===== config.mk =====
export PLATFORM = sky130hd
export DESIGN_NAME = crc_remainder_bit_serial
export DESIGN_NICKNAME = d
export VERILOG_FILES = /design/src/rtl/crcrbs_pkg.sv /design/src/rtl/crcrbs_step.sv /design/src/rtl/crc_remainder_bit_serial.sv
export SDC_FILE = /design/constraint.sdc
export NUM_CORES = 1
export LEC_CHECK = 0
export BUFFER_PORTS_ARGS = -buffer_cell sky130_fd_sc_hd__buf_2
export CELL_PAD_IN_SITES_DETAIL_PLACEMENT = 1
export CELL_PAD_IN_SITES_GLOBAL_PLACEMENT = 1
export CORE_UTILIZATION = 30
export DETAILED_ROUTE_END_ITERATION = 8
export PLACE_DENSITY_LB_ADDON = 0.15
export SLEW_MARGIN = 40
export SYNTH_ARGS = -nofsm -noshare
export SYNTH_HDL_FRONTEND = slang
export SYNTH_SLANG_ARGS = --single-unit

===== constraint.sdc =====
create_clock -name clk -period 5.8 [get_ports clk]
set_input_delay 0.29 -clock clk [delete_from_list [all_inputs] [get_ports clk]]
set_output_delay 0.29 -clock clk [all_outputs]
set_load 0.01 [all_outputs]

===== src/rtl/crcrbs_pkg.sv =====
// shared types and constants for the bit-serial crc remainder block
`timescale 1ns / 1ps

package crcrbs_pkg;

  // largest supported generator degree, also the remainder register width
  localparam int MAX_DEGREE = 32;
  localparam int DEG_W      = 6;
  localparam int TOP_W      = $clog2(MAX_DEGREE);
  localparam int CFG_IDX_W  = 2;
  localparam int CFG_DATA_W = 32;

  // configuration register indexes
  localparam logic [CFG_IDX_W-1:0] REG_GENERATOR_LOW = 2'd0;
  localparam logic [CFG_IDX_W-1:0] REG_POLY_DEGREE   = 2'd1;
  localparam logic [CFG_IDX_W-1:0] REG_CRC_MODE      = 2'd2;

  // crc_mode codes
  localparam logic MODE_GENERATE = 1'b0;
  localparam logic MODE_CHECK    = 1'b1;

  // reset values of the configuration registers
  localparam logic [MAX_DEGREE-1:0] GENERATOR_LOW_RESET = 32'd7;
  localparam logic [DEG_W-1:0]      POLY_DEGREE_RESET   = 6'd3;

  typedef struct packed {
    logic data_bit;
    logic frame_last;
  } in_item_t;

  typedef struct packed {
    logic [MAX_DEGREE-1:0] remainder_value;
    logic                  remainder_is_zero;
  } out_item_t;

  // configuration seen by the step logic
  typedef struct packed {
    logic [MAX_DEGREE-1:0] generator_low;
    logic [DEG_W-1:0]      poly_degree;
    logic                  crc_mode;
  } crc_cfg_t;

endpackage


===== src/rtl/crcrbs_step.sv =====
// one lfsr step of the remainder register for a single frame bit
`timescale 1ns / 1ps

module crcrbs_step (
  input  crcrbs_pkg::crc_cfg_t                cfg,
  input  logic [crcrbs_pkg::MAX_DEGREE-1:0]   remainder,
  input  logic                                data_bit,
  output logic [crcrbs_pkg::MAX_DEGREE-1:0]   remainder_next
);

  logic [crcrbs_pkg::DEG_W-1:0]      eff_degree;
  logic [crcrbs_pkg::MAX_DEGREE-1:0] mask;
  logic [crcrbs_pkg::MAX_DEGREE-1:0] low;
  logic [crcrbs_pkg::MAX_DEGREE-1:0] r_cur;
  logic [crcrbs_pkg::MAX_DEGREE-1:0] shifted;
  logic [crcrbs_pkg::TOP_W-1:0]      top_idx;
  logic                              top;
  logic                              feedback;

  // clamp degree into 1..MAX_DEGREE
  always_comb begin
    if (cfg.poly_degree == '0) begin
      eff_degree = crcrbs_pkg::DEG_W'(1);
    end else if (cfg.poly_degree > crcrbs_pkg::DEG_W'(crcrbs_pkg::MAX_DEGREE)) begin
      eff_degree = crcrbs_pkg::DEG_W'(crcrbs_pkg::MAX_DEGREE);
    end else begin
      eff_degree = cfg.poly_degree;
    end
  end

  // width mask and masked operands
  assign mask    = crcrbs_pkg::MAX_DEGREE'(
                     ((crcrbs_pkg::MAX_DEGREE+1)'(1) << eff_degree)
                     - (crcrbs_pkg::MAX_DEGREE+1)'(1));
  assign low     = cfg.generator_low & mask;
  assign r_cur   = remainder & mask;
  assign top_idx = crcrbs_pkg::TOP_W'(eff_degree - crcrbs_pkg::DEG_W'(1));
  assign top     = r_cur[top_idx];

  // check mode shifts the bit in at the bottom, generate mode feeds it at the top
  always_comb begin
    if (cfg.crc_mode == crcrbs_pkg::MODE_CHECK) begin
      shifted  = {r_cur[crcrbs_pkg::MAX_DEGREE-2:0], data_bit} & mask;
      feedback = top;
    end else begin
      shifted  = {r_cur[crcrbs_pkg::MAX_DEGREE-2:0], 1'b0} & mask;
      feedback = top ^ data_bit;
    end
    remainder_next = feedback ? (shifted ^ low) : shifted;
  end

endmodule


===== src/rtl/crc_remainder_bit_serial.sv =====
// top level of the bit-serial crc remainder block with programmable generator
`timescale 1ns / 1ps

// Bit-serial CRC with a programmable generator of degree 1 to 32 (leading term
// implied). Frame bits arrive most significant first, one per request; a new
// bit is taken every cycle unless a last bit waits on a stalled output. Each
// bit is captured in an input register; one LFSR step from there updates the
// remainder and loads the result for a last bit. The remainder is cleared
// after each frame. In generate mode the result is the CRC of the frame padded
// with degree zeros; in check mode it is the plain remainder and the zero flag
// reports a good frame. The output register holds a result while stalled and
// input requests keep flowing until the next last bit needs that register.
// Write configuration only between frames when the block is idle.

module crc_remainder_bit_serial (
  input  logic                                clk,
  input  logic                                rst,
  // input channel
  input  logic                                in_valid,
  output logic                                in_stall,
  input  crcrbs_pkg::in_item_t                in_data,
  // output channel
  output logic                                out_valid,
  input  logic                                out_stall,
  output crcrbs_pkg::out_item_t               out_data,
  // configuration write port
  input  logic                                cfg_wr_en,
  input  logic [crcrbs_pkg::CFG_IDX_W-1:0]    cfg_index,
  input  logic [crcrbs_pkg::CFG_DATA_W-1:0]   cfg_data
);

  crcrbs_pkg::crc_cfg_t               cfg;
  crcrbs_pkg::in_item_t               in_reg;
  logic                               in_reg_valid;
  logic [crcrbs_pkg::MAX_DEGREE-1:0]  remainder;
  logic [crcrbs_pkg::MAX_DEGREE-1:0]  remainder_next;
  logic                               advance;
  logic                               in_take;

  // configuration registers
  always_ff @(posedge clk) begin
    if (rst) begin
      cfg.generator_low <= crcrbs_pkg::GENERATOR_LOW_RESET;
      cfg.poly_degree   <= crcrbs_pkg::POLY_DEGREE_RESET;
      cfg.crc_mode      <= crcrbs_pkg::MODE_GENERATE;
    end else if (cfg_wr_en) begin
      case (cfg_index)
        crcrbs_pkg::REG_GENERATOR_LOW: cfg.generator_low <= cfg_data;
        crcrbs_pkg::REG_POLY_DEGREE:   cfg.poly_degree   <= cfg_data[crcrbs_pkg::DEG_W-1:0];
        crcrbs_pkg::REG_CRC_MODE:      cfg.crc_mode      <= cfg_data[0];
        default: ;
      endcase
    end
  end

  // a bit moves on unless it ends a frame and the output register is blocked
  assign advance  = in_reg_valid && (!in_reg.frame_last || !out_valid || !out_stall);
  assign in_stall = in_reg_valid && !advance;
  assign in_take  = in_valid && !in_stall;

  // input register
  always_ff @(posedge clk) begin
    if (rst) begin
      in_reg_valid <= 1'b0;
    end else if (in_take) begin
      in_reg_valid <= 1'b1;
    end else if (advance) begin
      in_reg_valid <= 1'b0;
    end
  end

  always_ff @(posedge clk) begin
    if (in_take) begin
      in_reg <= in_data;
    end
  end

  // lfsr step
  crcrbs_step u_step (
    .cfg            (cfg),
    .remainder      (remainder),
    .data_bit       (in_reg.data_bit),
    .remainder_next (remainder_next)
  );

  // remainder register, cleared at the end of each frame
  always_ff @(posedge clk) begin
    if (rst) begin
      remainder <= '0;
    end else if (advance) begin
      remainder <= in_reg.frame_last ? '0 : remainder_next;
    end
  end

  // result register
  always_ff @(posedge clk) begin
    if (rst) begin
      out_valid <= 1'b0;
    end else if (advance && in_reg.frame_last) begin
      out_valid <= 1'b1;
    end else if (!out_stall) begin
      out_valid <= 1'b0;
    end
  end

  always_ff @(posedge clk) begin
    if (advance && in_reg.frame_last) begin
      out_data.remainder_value   <= remainder_next;
      out_data.remainder_is_zero <= (remainder_next == '0);
    end
  end

endmodule


Word level (Yosys, flattened, before mapping)
Index checks and enable logic that the tools add are counted.
{"block": "word_totals", "latch_bits": 0, "ramBits": 0, "rom_bits": 0, "output_inout_bits": 35, "mem_count": 0, "wordCells": 54, "input_bits": 41, "regBits": 108}
{"block": "classes", "mux": 12, "n_shift": 1, "magnitude_cmp": 2, "multipliers": 0, "bitwise": 6, "n_addsub": 2, "div_mod_pow": 0, "reduce_logical": 18, "eq_ne": 3}
{"operator": "$and A32 B32 Y32", "count": 4}
{"operator": "$mux W32", "count": 3}
{"operator": "$logic_not A32 Y1", "count": 1}
{"operator": "$shl A1 B6 Y32 const A", "count": 1}
{"operator": "$sub A32 B2 Y32 const B", "count": 1}
{"operator": "$xor A32 B32 Y32", "count": 1}
{"operator": "$mux W6", "count": 2}
{"operator": "$gt A6 B6 Y1 const B", "count": 1}
{"operator": "$logic_not A6 Y1", "count": 1}
{"operator": "$lt A5 B6 Y1 const B", "count": 1}
{"operator": "$mux W1", "count": 6}
{"operator": "$reduce_and A2 Y1", "count": 3}
{"operator": "$bmux W1 S5", "count": 1}
{"operator": "$logic_not A1 Y1", "count": 5}
{"operator": "$sub A5 B1 Y5 const B", "count": 1}
{"operator": "$logic_and A1 B1 Y1", "count": 4}
{"operator": "$eq A2 B1 Y1 const B", "count": 1}
{"operator": "$eq A2 B2 Y1 const B", "count": 1}
{"operator": "$logic_not A2 Y1", "count": 1}
{"operator": "$logic_or A1 B1 Y1", "count": 2}
{"operator": "$ne A2 B1 Y1 const B", "count": 1}
{"operator": "$reduce_bool A2 Y1", "count": 1}
{"operator": "$xor A1 B1 Y1", "count": 1}

Longest topological paths before layout
{"block": "logic_depth", "depth_word": 12, "mapped_depth": 27, "ltp_nobuf": 19}

Modules after synthesis
Synthesis repeated with hierarchy kept, for this count alone.
{"block": "unflattened", "cells_unflattened": 694, "hier_area_um2": 6208.5}
{"module": "crc_remainder_bit_serial", "instances": 1, "seq_area_each_um2": 2512.4, "cells_each": 295, "area_per_inst_um2": 3567.2}
{"module": "crcrbs_step", "instances": 1, "seq_area_each_um2": 0.0, "cells_each": 399, "area_per_inst_um2": 2641.3}

Worst setup path after synthesis
No wires, ideal clock.
{"block": "synth_path", "path_kind": "register to register", "startpoint": "register cfg[3] (netlist name)", "endpoint": "register out_data[0] (netlist bit) (data pin)", "slack_ns": 0.028, "path_buffers": 7, "setup_time_ns": 0.170, "path_stages_with_launch": 26, "arrival_ns": 5.602, "required_time_ns": 5.630, "period_less_slack_ns": 5.772, "cell_sequence": "dfxtp_1 > buf_2 > nor4_1 > o21a_1 > buf_2 > clkinv_1 > ha_1 > clkbuf_1 > clkbuf_1 > clkbuf_1 > nand2_1 > ha_1 > o221ai_2 > nor4_4 > xnor2_1 > and3_1 > o311a_1 > o32a_1 > or3_1 > buf_4 > buf_4 > nand3_1 > xor2_1 > a2111oi_0 > nand4_1 > nor4_2"}
{"block": "synth_via", "elab_chain_len": 12, "word_cells_on_any_way": 19, "classes_between": "add/sub: 2; order compare: 1; shift: 1; mux: 7; bitwise: 6; reduce/logical: 2"}
{"element": "$gt A6 B6 Y1", "line_no": "crcrbs_step.sv:24", "text": "end else if (cfg.poly_degree > crcrbs_pkg::DEG_W'(crcrbs_pkg::MAX_DEGREE)) begin"}
{"element": "$mux W6", "line_no": "crcrbs_step.sv:24"}
{"element": "$mux W6 *", "line_no": "crcrbs_step.sv:22", "text": "if (cfg.poly_degree == '0) begin"}
{"element": "$shl A1 B6 Y32", "line_no": "crcrbs_step.sv:33", "text": "((crcrbs_pkg::MAX_DEGREE+1)'(1) << eff_degree)"}
{"element": "$sub A32 B2 Y32", "line_no": "crcrbs_step.sv:34", "text": "- (crcrbs_pkg::MAX_DEGREE+1)'(1));"}
{"element": "$and A32 B32 Y32", "line_no": "crcrbs_step.sv:36", "text": "assign r_cur = remainder & mask;"}
{"element": "$bmux W1 S5", "line_no": "crcrbs_step.sv:38", "text": "assign top = r_cur[top_idx];"}
{"element": "$mux W1 (not written as such)", "line_no": "crcrbs_step.sv:38"}
{"element": "$xor A1 B1 Y1", "line_no": "crcrbs_step.sv:47", "text": "feedback = top ^ data_bit;"}
{"element": "$mux W1", "line_no": "crcrbs_step.sv:42", "text": "if (cfg.crc_mode == crcrbs_pkg::MODE_CHECK) begin"}
{"element": "$mux W32 *", "line_no": "crcrbs_step.sv:49", "text": "remainder_next = feedback ? (shifted ^ low) : shifted;"}
{"element": "$logic_not A32 Y1 *", "line_no": "crc_remainder_bit_serial.sv:109", "text": "out_data.remainder_is_zero <= (remainder_next == '0);"}
{"element": "to (decl)", "line_no": "crc_remainder_bit_serial.sv:25", "text": "output crcrbs_pkg::out_item_t out_data,"}
Every way passes the cells marked *; elsewhere a longest branch is shown, timed or not. The select of a mux whose other input is x is not followed.
A chain may end at the register's enable or synchronous reset.

Final worst setup path
{"block": "layout_path", "startpoint": "register cfg[2] (netlist name)", "endpoint": "register out_data[0] (netlist bit) (data pin)"}
{"block": "layout_via", "elab_chain_len": 12, "word_cells_on_any_way": 19, "classes_between": "add/sub: 2; order compare: 1; shift: 1; mux: 7; bitwise: 6; reduce/logical: 2"}
{"element": "$gt A6 B6 Y1", "line_no": "crcrbs_step.sv:24"}
{"element": "$mux W6", "line_no": "crcrbs_step.sv:24"}
{"element": "$mux W6 *", "line_no": "crcrbs_step.sv:22"}
{"element": "$shl A1 B6 Y32", "line_no": "crcrbs_step.sv:33"}
{"element": "$sub A32 B2 Y32", "line_no": "crcrbs_step.sv:34"}
{"element": "$and A32 B32 Y32", "line_no": "crcrbs_step.sv:36"}
{"element": "$bmux W1 S5", "line_no": "crcrbs_step.sv:38"}
{"element": "$mux W1 (not written as such)", "line_no": "crcrbs_step.sv:38"}
{"element": "$xor A1 B1 Y1", "line_no": "crcrbs_step.sv:47"}
{"element": "$mux W1", "line_no": "crcrbs_step.sv:42"}
{"element": "$mux W32 *", "line_no": "crcrbs_step.sv:49"}
{"element": "net remainder_next (one bit)", "line_no": "crc_remainder_bit_serial.sv:36", "text": "logic [crcrbs_pkg::MAX_DEGREE-1:0] remainder_next;"}
{"element": "$logic_not A32 Y1 *", "line_no": "crc_remainder_bit_serial.sv:109"}
The timed path passes the listed nets; every way through them passes the cells marked *. The select of a mux whose other input is x is not followed.

==> impl_metrics.env <==
export IMPL_regMostFlops="cfg"
export IMPL_cts_buffer_depth=2
export IMPL_cpLargestDelayFamily="simple AND/OR/NAND/NOR gates"
export IMPL_total_leakage_power_nw=2.842
export IMPL_place_area_um2=7348
export IMPL_cpPeakStageDelay_ns=0.53
export IMPL_synth_commonest_cells="nand2_1 (125), dfxtp_1 (73), nor2_1 (68)"
export IMPL_cp_buffers_inverters=4
export IMPL_power_density_nw_per_um2=245.9
export IMPL_grt_pass1_vias=6415
export IMPL_viasPerCell=5.519
export IMPL_peakVddDrop_v=0.0001081
export IMPL_grt_pass1_wl_mm=37.94
export IMPL_h_tree_depth=3
export IMPL_setup_viol=0
export IMPL_tightestPinTransition_ns=0.8112
export IMPL_portBuffers=75
export IMPL_wirelength_mm=24.35
export IMPL_wire_per_inst_um=21.60
export IMPL_dr_total_vias=6220
export IMPL_syn_inst=767
export IMPL_yosys_area_top_type="dfxtp_1"
export IMPL_synth_distinct_cells=82
export IMPL_synth_top_area_share_pct=22.67
export IMPL_critical_path_arrival_ns=5.66
export IMPL_drtAntennaViolNets=0
export IMPL_cts_sinks=108
export IMPL_cp_required_ns=5.96
export IMPL_syn_avg_cell_area_um2=8.404
export IMPL_startpoint_type="flip-flop"
export IMPL_outcome="complete, no violations"
export IMPL_yosysWarningCount=0
export IMPL_synth_yosys_seq_area_share_pct=38.98
export IMPL_die_h_um=148.6
export IMPL_grt_usage_pct=22.79
export IMPL_fmax_ghz=0.1819
export IMPL_yosys_top_cells_area="dfxtp_1 (23%), edfxtp_1 (16%), nand2_1 (7.3%)"
export IMPL_slowest_stage="or4_1"
export IMPL_skew_ns=0.01340
export IMPL_finalHoldViolCount=0
export IMPL_cts_tree="yes"
export IMPL_ctsRootBufferMaster="clkbuf_16"
export IMPL_endpoint_kind="flip-flop"
export IMPL_place_congestion=0.8932
export IMPL_grt_max_degree=74
export IMPL_place_hpwl_mm=18.93
export IMPL_synth_seq_cells=108
export IMPL_top_regs="cfg x39, out_data x33, remainder x32"
export IMPL_syn_cell_area_um2=6446
export IMPL_coreArea_um2=21020
export IMPL_firstDrtPassIters=4
export IMPL_dieWidth_um=148.6
export IMPL_max_cap_violations=0
export IMPL_relSlewSlack_pct=45.92
export IMPL_period_share_pct=94.80
export IMPL_hold_path_class="primary input to flip-flop"
export IMPL_dp_cells=1111
export IMPL_path_cells="nor4_1, o21a_1, buf_4, ha_1, buf_4, nor2_1, buf_4, o21ai_2, mux2i_1, mux2_2, mux4_2, a211o_1, nor2_2, or3_4, buf_4, nand3_1, xor2_1, and2_1, or4_1, nor4_2"
export IMPL_antennaDiodeCount=0
export IMPL_yosysMostFrequentCell="nand2_1"
export IMPL_ys_flop_type="dfxtp_1"
export IMPL_largest_register_ffs=39
export IMPL_dr_first_iter_drc_count=283
export IMPL_layout_min_cycle_time_ns=5.498
export IMPL_boundaryPins=76
export IMPL_final_cell_area_um2=7702
export IMPL_insertion_delay_ns=0.35
export IMPL_num_rows=53
export IMPL_start_util_pct=30.66
export IMPL_async_flop_share_pct=0
export IMPL_area_delta_synth_final_pct=19.49
export IMPL_fin_nets=894
export IMPL_crit_fanout=19
export IMPL_totalNegativeSetupSlack_ns=0
export IMPL_synth_edf_count=35
export IMPL_fin_cells=1127
export IMPL_dieArea_um2=22080
export IMPL_overflow=0
export IMPL_cts_buffers=9
export IMPL_drt_drc_violations_left=0
export IMPL_postLayoutCoreUtil_pct=36.64
export IMPL_path_class="flip-flop to flip-flop"
export IMPL_rsz0062_at_grt="false"
export IMPL_path_clk_slew_ns=0.08
export IMPL_synth_nets=814
export IMPL_drv_slew=0
export IMPL_drive_above_1_share_pct=23.12
export IMPL_cpMostUsedCell="buf_4"
export IMPL_antenna_found_initial=1
per-layer routing:
| layer | wire length (um) | vias to the layer above | track usage (%) |
|---|---|---|---|
| li1 | - | 2974 | - |
| met1 | 10740 | 3075 | 27.83 |
| met2 | 12110 | 133 | 39.86 |
| met3 | 701 | 38 | 3.405 |
| met4 | 788 | 0 | 9.227 |
| met5 | 0 | - | 0 |
power by group:
part / leakage, nW / total (mW) / switching, mW / internal, mW
combinational: 1.77 / 0.453 / 0.287 / 0.166
clock: 0.151 / 0.629 / 0.279 / 0.349
sequential: 0.922 / 0.812 / 0.0126 / 0.799
total: 2.84 / 1.89 / 0.579 / 1.31
layout by cell type, fill, tap and decap left out, drive strengths merged, types with 7 or more instances in the layout:
cell,count
and2,10
inv,22
nor2,69
clkbuf,11
buf,122
nor3,10
nor4,11
a21oi,56
o21ai,21
xor2,12
or2,9
a21boi,10
a31oi,7
nand4,22
a31o,14
dfxtp,73
and3,7
nand2,125
xnor2,19
a22oi,28
nand3,27
edfxtp,35
through the flow:
step,worst slack [ns],hold WS (ns),power (mW)
2_1_floorplan,0.02789,0.3889,1.094
3_3_place_gp,-0.009300,0.4569,1.265
3_5_place_dp,-0.09934,0.4598,1.272
4_1_cts,0.005460,0.09113,1.906
5_1_grt,0.03520,0.09443,1.976
6_report,0.3016,0.1039,1.894
cells by family after synthesis:
family                   after synthesis  synth area share, %
AND/OR/NAND/NOR                      339                27.50
adder cells (fa/ha/maj)                6                1.165
multiplexers                           9                1.630
flip-flops                           108                38.98
buffers and inverters                 75                4.852
AO/OA/AOI/OAI                        199                21.66
XOR/XNOR                              31                4.212
worst paths after layout:
path                   startpoint                     to  slack (ns)  depth (start not counted)
max           cfg[2]$_SDFFE_PP1P_  out_data[0]$_DFFE_PP_        0.30                         20
min                    in_data[0]    in_reg[0]$_DFFE_PP_        0.10                          1
max reg2reg   cfg[2]$_SDFFE_PP1P_  out_data[0]$_DFFE_PP_        0.30                         20
min reg2reg  cfg[22]$_SDFFE_PP0P_   cfg[22]$_SDFFE_PP0P_        0.47                          2
what timing repair did:
item / CTS / global route
hold buffers: 0 / 0
pin swaps: 0 / 3
setup endpoints to repair: 1 / 1
buffers inserted: 0 / 0
resized for setup: 5 / 10
layout make-up:
| cell class | count | area (um^2) |
|---|---|---|
| clock inverters | 5 | 60.06 |
| clock buffers | 11 | 242.7 |
| well taps | 275 | 344.1 |
| repair buffers | 122 | 773.2 |
| flip-flops and latches | 108 | 2512 |
| fillers | 2484 | 13320 |
| multi-input cells | 584 | 3687 |
| inverters | 22 | 82.58 |
No activity file was read; power rests on OpenSTA's default activity.
